### src/hdl/sne_pkg.sv
// ----------------------------------------------------------------------------
// Sparse network evaluator package
// Shared constants, command/status types, controller states and the
// saturated sigmoid lookup used by the datapath.
// ----------------------------------------------------------------------------
package sne_pkg;

    // Default sizes
    localparam int MAX_NODES_DEF   = 32;
    localparam int MAX_LINKS_DEF   = 8;
    localparam int MAX_OUTPUTS_DEF = 16;

    // Reset values of the configuration registers
    localparam logic [5:0] INPUT_COUNT_RST  = 6'd1;
    localparam logic [4:0] OUTPUT_COUNT_RST = 5'd1;
    localparam logic [5:0] NODE_COUNT_RST   = 6'd2;
    localparam logic [5:0] PASS_LIMIT_RST   = 6'd21;

    // Item function codes
    localparam logic [1:0] FUNC_LINK  = 2'd0;
    localparam logic [1:0] FUNC_COUNT = 2'd1;
    localparam logic [1:0] FUNC_VALUE = 2'd2;
    localparam logic [1:0] FUNC_RUN   = 2'd3;

    // Configuration register indexes
    localparam logic [1:0] CFG_INPUT_COUNT  = 2'd0;
    localparam logic [1:0] CFG_OUTPUT_COUNT = 2'd1;
    localparam logic [1:0] CFG_NODE_COUNT   = 2'd2;
    localparam logic [1:0] CFG_PASS_LIMIT   = 2'd3;

    // Controller states
    typedef enum logic [3:0] {
        S_IDLE,
        S_RUN_INIT,
        S_PASS_START,
        S_NODE_START,
        S_LINK_RD,
        S_LINK_CHK,
        S_LINK_ACC,
        S_NODE_SAT,
        S_NODE_SIG,
        S_WB,
        S_PASS_END,
        S_OUT_START,
        S_OUT_LOAD,
        S_OUT_WAIT,
        S_CLEAR
    } t_state;

    // Commands from controller to datapath
    typedef struct packed {
        logic load;
        logic run_init;
        logic pass_start;
        logic node_start;
        logic link_rd;
        logic link_chk;
        logic link_acc;
        logic node_sat;
        logic node_sig;
        logic wb_step;
        logic pass_end;
        logic out_start;
        logic out_load;
        logic out_next;
        logic clear;
    } t_cmd;

    // Status from datapath to controller
    typedef struct packed {
        logic no_nodes;
        logic cnt_zero;
        logic link_last;
        logic node_last;
        logic pass_more;
        logic out_none;
        logic out_last;
        logic out_valid;
        logic out_taken;
    } t_sts;

    // round(4096*sigmoid(k/2)), k = 0..16
    function automatic logic [12:0] sig_tab(input logic [4:0] k);
        logic [12:0] v;
        case (k)
            5'd0:    v = 13'd2048;
            5'd1:    v = 13'd2550;
            5'd2:    v = 13'd2994;
            5'd3:    v = 13'd3349;
            5'd4:    v = 13'd3608;
            5'd5:    v = 13'd3785;
            5'd6:    v = 13'd3902;
            5'd7:    v = 13'd3976;
            5'd8:    v = 13'd4022;
            5'd9:    v = 13'd4051;
            5'd10:   v = 13'd4069;
            5'd11:   v = 13'd4079;
            5'd12:   v = 13'd4086;
            5'd13:   v = 13'd4090;
            5'd14:   v = 13'd4092;
            5'd15:   v = 13'd4094;
            default: v = 13'd4095;
        endcase
        return v;
    endfunction

    // Interpolated sigmoid of a Q4.12 value, result unsigned Q1.12
    function automatic logic [12:0] sig_q12(input logic signed [15:0] x);
        logic [16:0] a;
        logic [4:0]  idx;
        logic [10:0] frac;
        logic [12:0] lo;
        logic [12:0] hi;
        logic [9:0]  d;
        logic [20:0] p;
        logic [12:0] v;
        a    = x[15] ? (17'd0 - {x[15], x}) : {1'b0, x};
        idx  = {1'b0, a[14:11]};
        frac = a[10:0];
        lo   = sig_tab(idx);
        hi   = sig_tab(idx + 5'd1);
        d    = 10'(hi - lo);
        p    = 21'(d) * 21'(frac) + 21'd1024;
        if (a[15]) begin
            v = sig_tab(5'd16);
        end else begin
            v = lo + 13'(p >> 11);
        end
        return x[15] ? (13'd4096 - v) : v;
    endfunction

endpackage

### src/hdl/sne_ctrl.sv
// ----------------------------------------------------------------------------
// Sparse network evaluator controller
// Sequences load transfers, relaxation passes, node and link steps,
// write-back, result transfers and the end-of-run clear.
// ----------------------------------------------------------------------------
module sne_ctrl
    import sne_pkg::*;
(
    input  logic       i_clk,
    input  logic       i_rst_n,
    input  logic       i_in_valid,
    input  logic [1:0] i_func,
    output logic       o_in_ready,
    input  t_sts       i_sts,
    output t_cmd       o_cmd
);

    t_state r_state;
    t_state n_state;

    // State register
    always_ff @(posedge i_clk) begin
        if (!i_rst_n) begin
            r_state <= S_IDLE;
        end else begin
            r_state <= n_state;
        end
    end

    // Next state and commands
    always_comb begin
        n_state    = r_state;
        o_cmd      = '0;
        o_in_ready = 1'b0;
        case (r_state)
            S_IDLE: begin
                o_in_ready = 1'b1;
                if (i_in_valid) begin
                    if (i_func == FUNC_RUN) begin
                        n_state = S_RUN_INIT;
                    end else begin
                        o_cmd.load = 1'b1;
                    end
                end
            end
            S_RUN_INIT: begin
                o_cmd.run_init = 1'b1;
                n_state        = S_PASS_START;
            end
            S_PASS_START: begin
                o_cmd.pass_start = 1'b1;
                n_state          = i_sts.no_nodes ? S_PASS_END : S_NODE_START;
            end
            S_NODE_START: begin
                o_cmd.node_start = 1'b1;
                n_state          = i_sts.cnt_zero ? S_NODE_SAT : S_LINK_RD;
            end
            S_LINK_RD: begin
                o_cmd.link_rd = 1'b1;
                n_state       = S_LINK_CHK;
            end
            S_LINK_CHK: begin
                o_cmd.link_chk = 1'b1;
                n_state        = S_LINK_ACC;
            end
            S_LINK_ACC: begin
                o_cmd.link_acc = 1'b1;
                n_state        = i_sts.link_last ? S_NODE_SAT : S_LINK_RD;
            end
            S_NODE_SAT: begin
                o_cmd.node_sat = 1'b1;
                n_state        = S_NODE_SIG;
            end
            S_NODE_SIG: begin
                o_cmd.node_sig = 1'b1;
                n_state        = i_sts.node_last ? S_WB : S_NODE_START;
            end
            S_WB: begin
                o_cmd.wb_step = 1'b1;
                n_state       = i_sts.node_last ? S_PASS_END : S_WB;
            end
            S_PASS_END: begin
                o_cmd.pass_end = 1'b1;
                n_state        = i_sts.pass_more ? S_PASS_START : S_OUT_START;
            end
            S_OUT_START: begin
                o_cmd.out_start = 1'b1;
                n_state         = i_sts.out_none ? S_CLEAR : S_OUT_LOAD;
            end
            S_OUT_LOAD: begin
                o_cmd.out_load = 1'b1;
                n_state        = S_OUT_WAIT;
            end
            S_OUT_WAIT: begin
                if (i_sts.out_taken) begin
                    if (i_sts.out_last) begin
                        n_state = S_CLEAR;
                    end else begin
                        o_cmd.out_next = 1'b1;
                        n_state        = S_OUT_LOAD;
                    end
                end
            end
            S_CLEAR: begin
                o_cmd.clear = 1'b1;
                n_state     = S_IDLE;
            end
            default: begin
                n_state = S_IDLE;
            end
        endcase
    end

`ifndef SYNTHESIS
    // A result is only presented while waiting for its transfer
    a_out_in_wait: assert property (@(posedge i_clk) disable iff (!i_rst_n)
        i_sts.out_valid |-> (r_state == S_OUT_WAIT))
        else $error("result valid outside result wait");

    // No item is taken while a result is pending
    a_ready_excl: assert property (@(posedge i_clk) disable iff (!i_rst_n)
        o_in_ready |-> !i_sts.out_valid)
        else $error("input ready with result pending");

    // Link data is checked in the cycle after the memory read
    a_link_seq: assert property (@(posedge i_clk) disable iff (!i_rst_n)
        (r_state == S_LINK_RD) |=> (r_state == S_LINK_CHK))
        else $error("link check did not follow read");
`endif

endmodule

### config.mk
export PLATFORM = sky130hd
export DESIGN_NAME = sne_ctrl
export DESIGN_NICKNAME = d
export VERILOG_FILES = /design/src/hdl/sne_pkg.sv /design/src/hdl/sne_ctrl.sv
export SDC_FILE = /design/constraint.sdc
export NUM_CORES = 1
export LEC_CHECK = 0
export BUFFER_PORTS_ARGS = -buffer_cell sky130_fd_sc_hd__buf_4
export CAP_MARGIN = 20
export CORE_MARGIN = 2
export CORE_UTILIZATION = 35
export CTS_BUF_LIST = sky130_fd_sc_hd__clkbuf_4
export DETAILED_ROUTE_END_ITERATION = 12
export PLACE_DENSITY = 0.69
export RECOVER_POWER = 50
export SETUP_SLACK_MARGIN = 0.3
export SYNTH_ARGS = -nofsm -noshare
export SYNTH_HDL_FRONTEND = slang
export SYNTH_SLANG_ARGS = --single-unit
### constraint.sdc
create_clock -name i_clk -period 3.6 [get_ports i_clk]
set_input_delay 0.18 -clock i_clk [delete_from_list [all_inputs] [get_ports i_clk]]
set_output_delay 0.18 -clock i_clk [all_outputs]
set_load 0.005 [all_outputs]
==> key figures, run 1 <==
Job
  – Max-Cap Viols: 0

Yosys
  – Post-synth top cells: 10 x nand2_1, 9 x nor2_1, 7 x nor3_1
  – Post-synth EDFFs: 0
  – Synth Flop Type: dfxtp_1
  – Distinct cells, synth: 31
  – Fraction of registers with async set/reset: 0%
  – Top-area cell type share of the netlist area: 15.65%
  – Leading area contributor after synthesis: dfxtp_1
  – Synthesized area: 511.7 µm²
  – Register area share after synthesis: 15.65%
  – Top cells by area, synth: dfxtp_1 16%, nand2_1 7.3%, nor3_1 6.8%
  – Ys Warns: 0
  – Synth Net Count: 88
  – Yosys reg bits: 4
  – Syn Inst Count: 74
  – Syn_area_per_cell: 6.915 µm²
  – Most common cell in the netlist: nand2_1

Setup path
  – Worst setup SP type: register
  – CP cell instances: nand2b_1 > nor4_1 > buf_4
  – Worst Path Max Fanout: 18
  – CP arrival: 1.64 ns
  – Slowest-stage cell, CP: dfxtp_1
  – Peak per-stage delay on the critical path: 0.69 ns
  – CP Class: reg2out
  – CP required: 3.42 ns
  – Endpoint type of the worst setup path: output port

Placement
  – Post-Place Cells: 110
  – GP Congestion: 0.7871
  – Pre-CTS WS: 1.908 ns
  – Buffers added on ports: 28
  – Post-DP HPWL: 1.010 mm
  – Placement Cell Area: 690.7 µm²

Run status
  – Status: finished clean

Clock tree
  – CTS Buf Count: 3
  – TritonCTS clock tree: done
  – Hold buffers post-CTS: 0
  – Worst-path clk slew: 0.04 ns
  – Number of post-CTS setup repair buffers: 0
  – Sink Count: 4
  – CTS resizes: 0
  – H-tree lvl count: 1
  – Max clock buf depth: 2
  – Worst-Skew Late Latency: 0.24 ns
  – Clock Tree Root: clkbuf_4

STA
  – Slew Viols, Final: 0
  – Slew HR: 59.51%
  – Final Worst Setup Slack: 1.782 ns
  – Slew @ Worst Pin: 0.6065 ns
  – Max Fclk: 550.1 MHz
  – Final TNS setup: 0 ns
  – RSZ-0062 raised after global routing: no
  – Min cycle time layout: 1.818 ns
  – Hold WS: 0.1897 ns
  – Final setup violation count: 0
  – Final Hold Fails: 0
  – Final Cycle Share: 50.50%
  – Skew final: 0.004977 ns

Pwr
  – Clock Power Share: 18.4%
  – VDD IR max: 0.0002294 V
  – Sw frac: 42.72%
  – PwrDens: 436.5 mW/mm²
  – Share of power burned in combinational logic: 51.2%
  – NetSw: 0.0001307 W
  – Int Pwr: 0.0001752 W
  – Reg power frac: 30.3%
  – Leakage power: 0.3318 nW

Floorplanning
  – Die height: 42.24 µm
  – # rows: 13
  – Core ar.: 0.001334 mm²
  – IO Count: 30
  – DIE WIDTH: 42.24 µm
  – Die ar.: 0.001784 mm²
  – Initial core utilization: 38.37%

Drt
  – Via-to-Cell Ratio: 5.752
  – Detailed Routing Iterations Pass 1: 4
  – 1st-iter DRT viols: 8
  – Max Used Layer: met3
  – Remaining DRCs: 0
  – Wl on met1: 613 µm
  – DR WL met2: 693 µm
  – Met3 WL: 67 µm
  – Detail Route Antenna Nets: 0
  – Vias: 650
  – Average routed wire per standard cell: 12.16 µm
  – Drt total wl: 1.374 mm

Finish
  – Fin area: 700.7 µm²
  – Largest regs: r_state: 4 flops
  – Top reg by flops: r_state
  – Area growth syn-to-layout: 36.92%
  – Multi-input gate area: 354.1 µm²
  – Nets: 114
  – # diodes: 0
  – Final Instance Count excl. Fillers: 113
  – Register area: 80.08 µm²
  – Max reg flops: 4
  – Fillcell total: 136
  – Share of layout cells above drive strength 1: 32.65%

GRT
  – Vias in the first global route: 528
  – First-pass GRT wire length: 2.387 mm
  – GRT Util Overall: 16.70%
  – Largest net degree at the start of global routing: 21
  – Grt total ovfl: 0
  – Initial antenna violation count: 0

Hold path
  – HP Class: in2reg
metal layers:
layer  up-vias  GRT usage [%]
met5         -              0
met4         0          3.750
met3         0          3.879
met2        22          25.54
met1       310          23.53
li1        318              -
power by group through the flow:
stage | Clock (W) | Combinational [W] | Sequential, W
after global placement | 0 | 0.000160 | 0.0000955
after CTS | 0.0000586 | 0.000163 | 0.0000946
final | 0.0000564 | 0.000157 | 0.0000928
after global routing | 0.0000607 | 0.000178 | 0.0000965
after detailed placement | 0 | 0.000162 | 0.0000954
after floorplan | 0 | 0.000149 | 0.0000613
stage by stage:
| step | total power (W) | util (%) |
|---|---|---|
| 6_report | 0.0003059 | 52.53 |
| 5_1_grt | 0.0003350 | 52.53 |
| 4_1_cts | 0.0003162 | 53.47 |
| 3_5_place_dp | 0.0002571 | 51.78 |
| 3_3_place_gp | 0.0002557 | 51.78 |
| 2_1_floorplan | 0.0002104 | - |
worst max-delay path, delay by kind of cell (launching register included):
kind,cells,cell delay [ns]
flip-flops,1,0.69
AND/OR/NAND/NOR,2,0.55
buffers and inverters,1,0.16
layout make-up:
class	instances	share of cell area, %
clock buffer	3	3.214
timing repair buffer	28	30.00
tap	15	2.679
multi-input combinational	59	50.54
sequential	4	11.43
inverter	4	2.143
cell usage in the layout (no fill, tap or decap), drive strengths merged:
| cell | n |
|---|---|
| inv | 4 |
| a311oi | 1 |
| nand2b | 4 |
| mux2 | 1 |
| nor4 | 3 |
| clkbuf | 8 |
| a221oi | 1 |
| nor3 | 7 |
| a21oi | 1 |
| and3 | 2 |
| dfxtp | 4 |
| nand2 | 10 |
| nor2 | 9 |
| o21ai | 3 |
| a31oi | 1 |
| o21ba | 1 |
| nor3b | 1 |
| nand3 | 1 |
| and3b | 1 |
| o211ai | 3 |
| o32ai | 1 |
| buf | 23 |
| a211o | 1 |
| a21o | 1 |
| a22oi | 2 |
| a22o | 1 |
| o21bai | 1 |
| nor4bb | 2 |
worst paths after layout:
kind                            startpoint    endpoint  slack, ns  cells past startpoint
worst max register to register  r_state[1]  r_state[1]       1.94                      4
worst min register to register  r_state[3]  r_state[0]       0.84                      2
worst min-delay path               i_rst_n  r_state[3]       0.19                      3
worst max-delay path            r_state[3]    o_cmd[1]       1.78                      3
logic make-up after synthesis:
| group | Yosys count | share of synthesized area, % |
|---|---|---|
| AOI/OAI and AO/OA | 18 | 28.36 |
| and+or+nand+nor | 40 | 41.07 |
| muxes | 1 | 2.200 |
| buffers and inverters | 11 | 12.71 |
| DFF | 4 | 15.65 |
Note: power is estimated with default switching activity, not from simulation.
==> inputs of run 2 (changes only) <==
- PLACE_DENSITY: 0.69 -> 0.71
- clock period: 3.6 -> 1.6 ns (I/O delays scaled with it)
==> run 2 against run 1 <==
Net effect: hold slack got worse by 0.091 ns; critical path depth increased by 1; utilization increased by 16 points; clock power up 130%; power rose to 3.1 times the previous value; global-route usage up 5.6 points; die area is the same; largest power group unchanged; cell area up 31%; sequential share of layout area down 1.1 points; critical path type unchanged; combinational power rose to 4.0 times the previous value; clock-buffer cell count unchanged.
==> key figures, run 2 (same netlist as run 1, synthesis figures left out) <==
Pwr
  – Sw frac: 41.58%
  – Int Pwr: 0.0005501 W
  – Reg power frac: 19.5%
  – Share of power burned in combinational logic: 67.0%
  – NetSw: 0.0003915 W
  – Clock Power Share: 13.5%
  – VDD IR max: 0.0006156 V
  – Leakage power: 0.4492 nW
  – PwrDens: 1024 mW/mm²

Finish
  – Top reg by flops: r_state
  – # diodes: 0
  – Max reg flops: 4
  – Largest regs: r_state: 4 flops
  – Fin area: 919.6 µm²
  – Area growth syn-to-layout: 79.71%
  – Nets: 132
  – Share of layout cells above drive strength 1: 53.45%
  – Commonest cells after routing, fill and taps aside: 41 x buf_4, 9 x nand2_1, 8 x nor2_1
  – Most common cell after layout, fill and taps aside: buf_4

STA
  – Max Fclk: 700.4 MHz
  – Slew @ Worst Pin: 0.3499 ns
  – Final setup violation count: 0
  – Slew HR: 76.36%
  – Skew final: 0.001346 ns
  – Slew Viols, Final: 0
  – Final TNS setup: 0 ns
  – Final Hold Fails: 0
  – Min cycle time layout: 1.428 ns
  – RSZ-0062 raised after global routing: yes
  – Final Cycle Share: 89.24%

GRT
  – Initial antenna violation count: 0
  – Grt total ovfl: 0
  – Vias in the first global route: 704
  – Largest net degree at the start of global routing: 12
  – GRT Util Overall: 22.30%
  – First-pass GRT wire length: 3.063 mm

Drt
  – Remaining DRCs: 0
  – Drt total wl: 1.992 mm
  – 1st-iter DRT viols: 15
  – Via-to-Cell Ratio: 5.649
  – Detailed Routing Iterations Pass 1: 4
  – Detail Route Antenna Nets: 0
  – Vias: 740
  – Average routed wire per standard cell: 15.21 µm

Setup path
  – CP required: 1.52 ns
  – CP Class: reg2out
  – Worst flop-to-flop path startpoint: r_state[1]
  – Worst Path Max Fanout: 5
  – Worst setup SP type: register
  – Worst R2R Path Depth: 5
  – Worst r2r dst: r_state[1]
  – Endpoint type of the worst setup path: output port
  – Reg2reg setup slack: 0.19 ns
  – CP arrival: 1.35 ns

Hold path
  – HP Class: in2reg
  – Hold depth: 3
  – Hold Path Sink: r_state[3]
  – Hold_sp: i_rst_n

Floorplanning
  – Initial core utilization: 38.37%
  – IO Count: 30
  – Core ar.: 0.001334 mm²
  – DIE WIDTH: 42.24 µm
  – # rows: 13
  – Die ar.: 0.001784 mm²
  – Die height: 42.24 µm

Clock tree
  – Worst-Skew Late Latency: 0.24 ns
  – Max clock buf depth: 2
  – TritonCTS clock tree: done
  – Worst-path clk slew: 0.04 ns
  – Sink Count: 4
  – Clock Tree Root: clkbuf_4
  – CTS Buf Count: 3
  – H-tree lvl count: 1
  – Hold buffers post-CTS: 0

Run status
  – Status: finished clean

Placement
  – Post-DP HPWL: 1.230 mm
  – Buffers added on ports: 28
  – Placement Cell Area: 758.2 µm²
  – GP Congestion: 0.8586

Job
  – Max-Cap Viols: 0
[run 2: worst max-delay path by stage]
stage | startpoint | to | cells after the start
detailed placement | r_state[1] | r_state[1] | 5
global placement | r_state[1] | r_state[1] | 5
finish | r_state[1] | o_cmd[1] | 4
CTS | r_state[1] | o_cmd[1] | 4
global route | r_state[1] | o_cmd[1] | 4
floorplan | r_state[1] | r_state[1] | 5
[run 2: final cells by class]
cell class	count	area [µm²]
multi-input cells	59	430.4
fillers	114	414.1
repair buffers	46	337.8
flip-flops and latches	4	95.09
clock buffers	3	22.52
well taps	15	18.77
inverters	4	15.01
[run 2: power groups by stage]
| stage | combinational [W] | sequential [W] | clock (W) |
|---|---|---|---|
| after floorplan | 0.000335 | 0.000138 | 0 |
| after global placement | 0.000460 | 0.000179 | 0 |
| after detailed placement | 0.000470 | 0.000178 | 0 |
| after CTS | 0.000586 | 0.000182 | 0.000138 |
| after global routing | 0.000674 | 0.000188 | 0.000133 |
| final | 0.000631 | 0.000183 | 0.000127 |
[run 2: critical path: stages (launching register included)]
cell      delay (ns)
dfxtp_4         0.35
buf_6           0.12
nand2b_1        0.24
nor4_4          0.25
buf_4           0.15
[run 2: routing by layer]
| metal | track usage (%) | part of all wire (%) |
|---|---|---|
| met5 | 0 | 0 |
| met3 | 3.879 | 3.1 |
| met2 | 36.62 | 54 |
| met1 | 26.53 | 41 |
| met4 | 13.75 | 2.1 |
[run 2: through the flow]
step           total power (W)  hold slack (ns)  cells  util [%]  setup slack, ns
2_1_floorplan        0.0004734           0.1954     74         -           0.3332
3_3_place_gp         0.0006387           0.3317    119     56.85           0.2055
3_5_place_dp         0.0006476           0.3405    119     56.85           0.1850
4_1_cts              0.0009054          0.07198    129     67.35           0.2280
5_1_grt              0.0009957           0.1136    131     68.95           0.1448
6_report             0.0009416          0.09874    131     68.95           0.1722
[run 2: repair_timing]
item	4_1_cts	5_1_grt
setup buffers	7	2
endpoints found under the setup margin	19	10
hold endpoints to repair	0	0
gates resized for setup	17	8
pin swaps	5	3
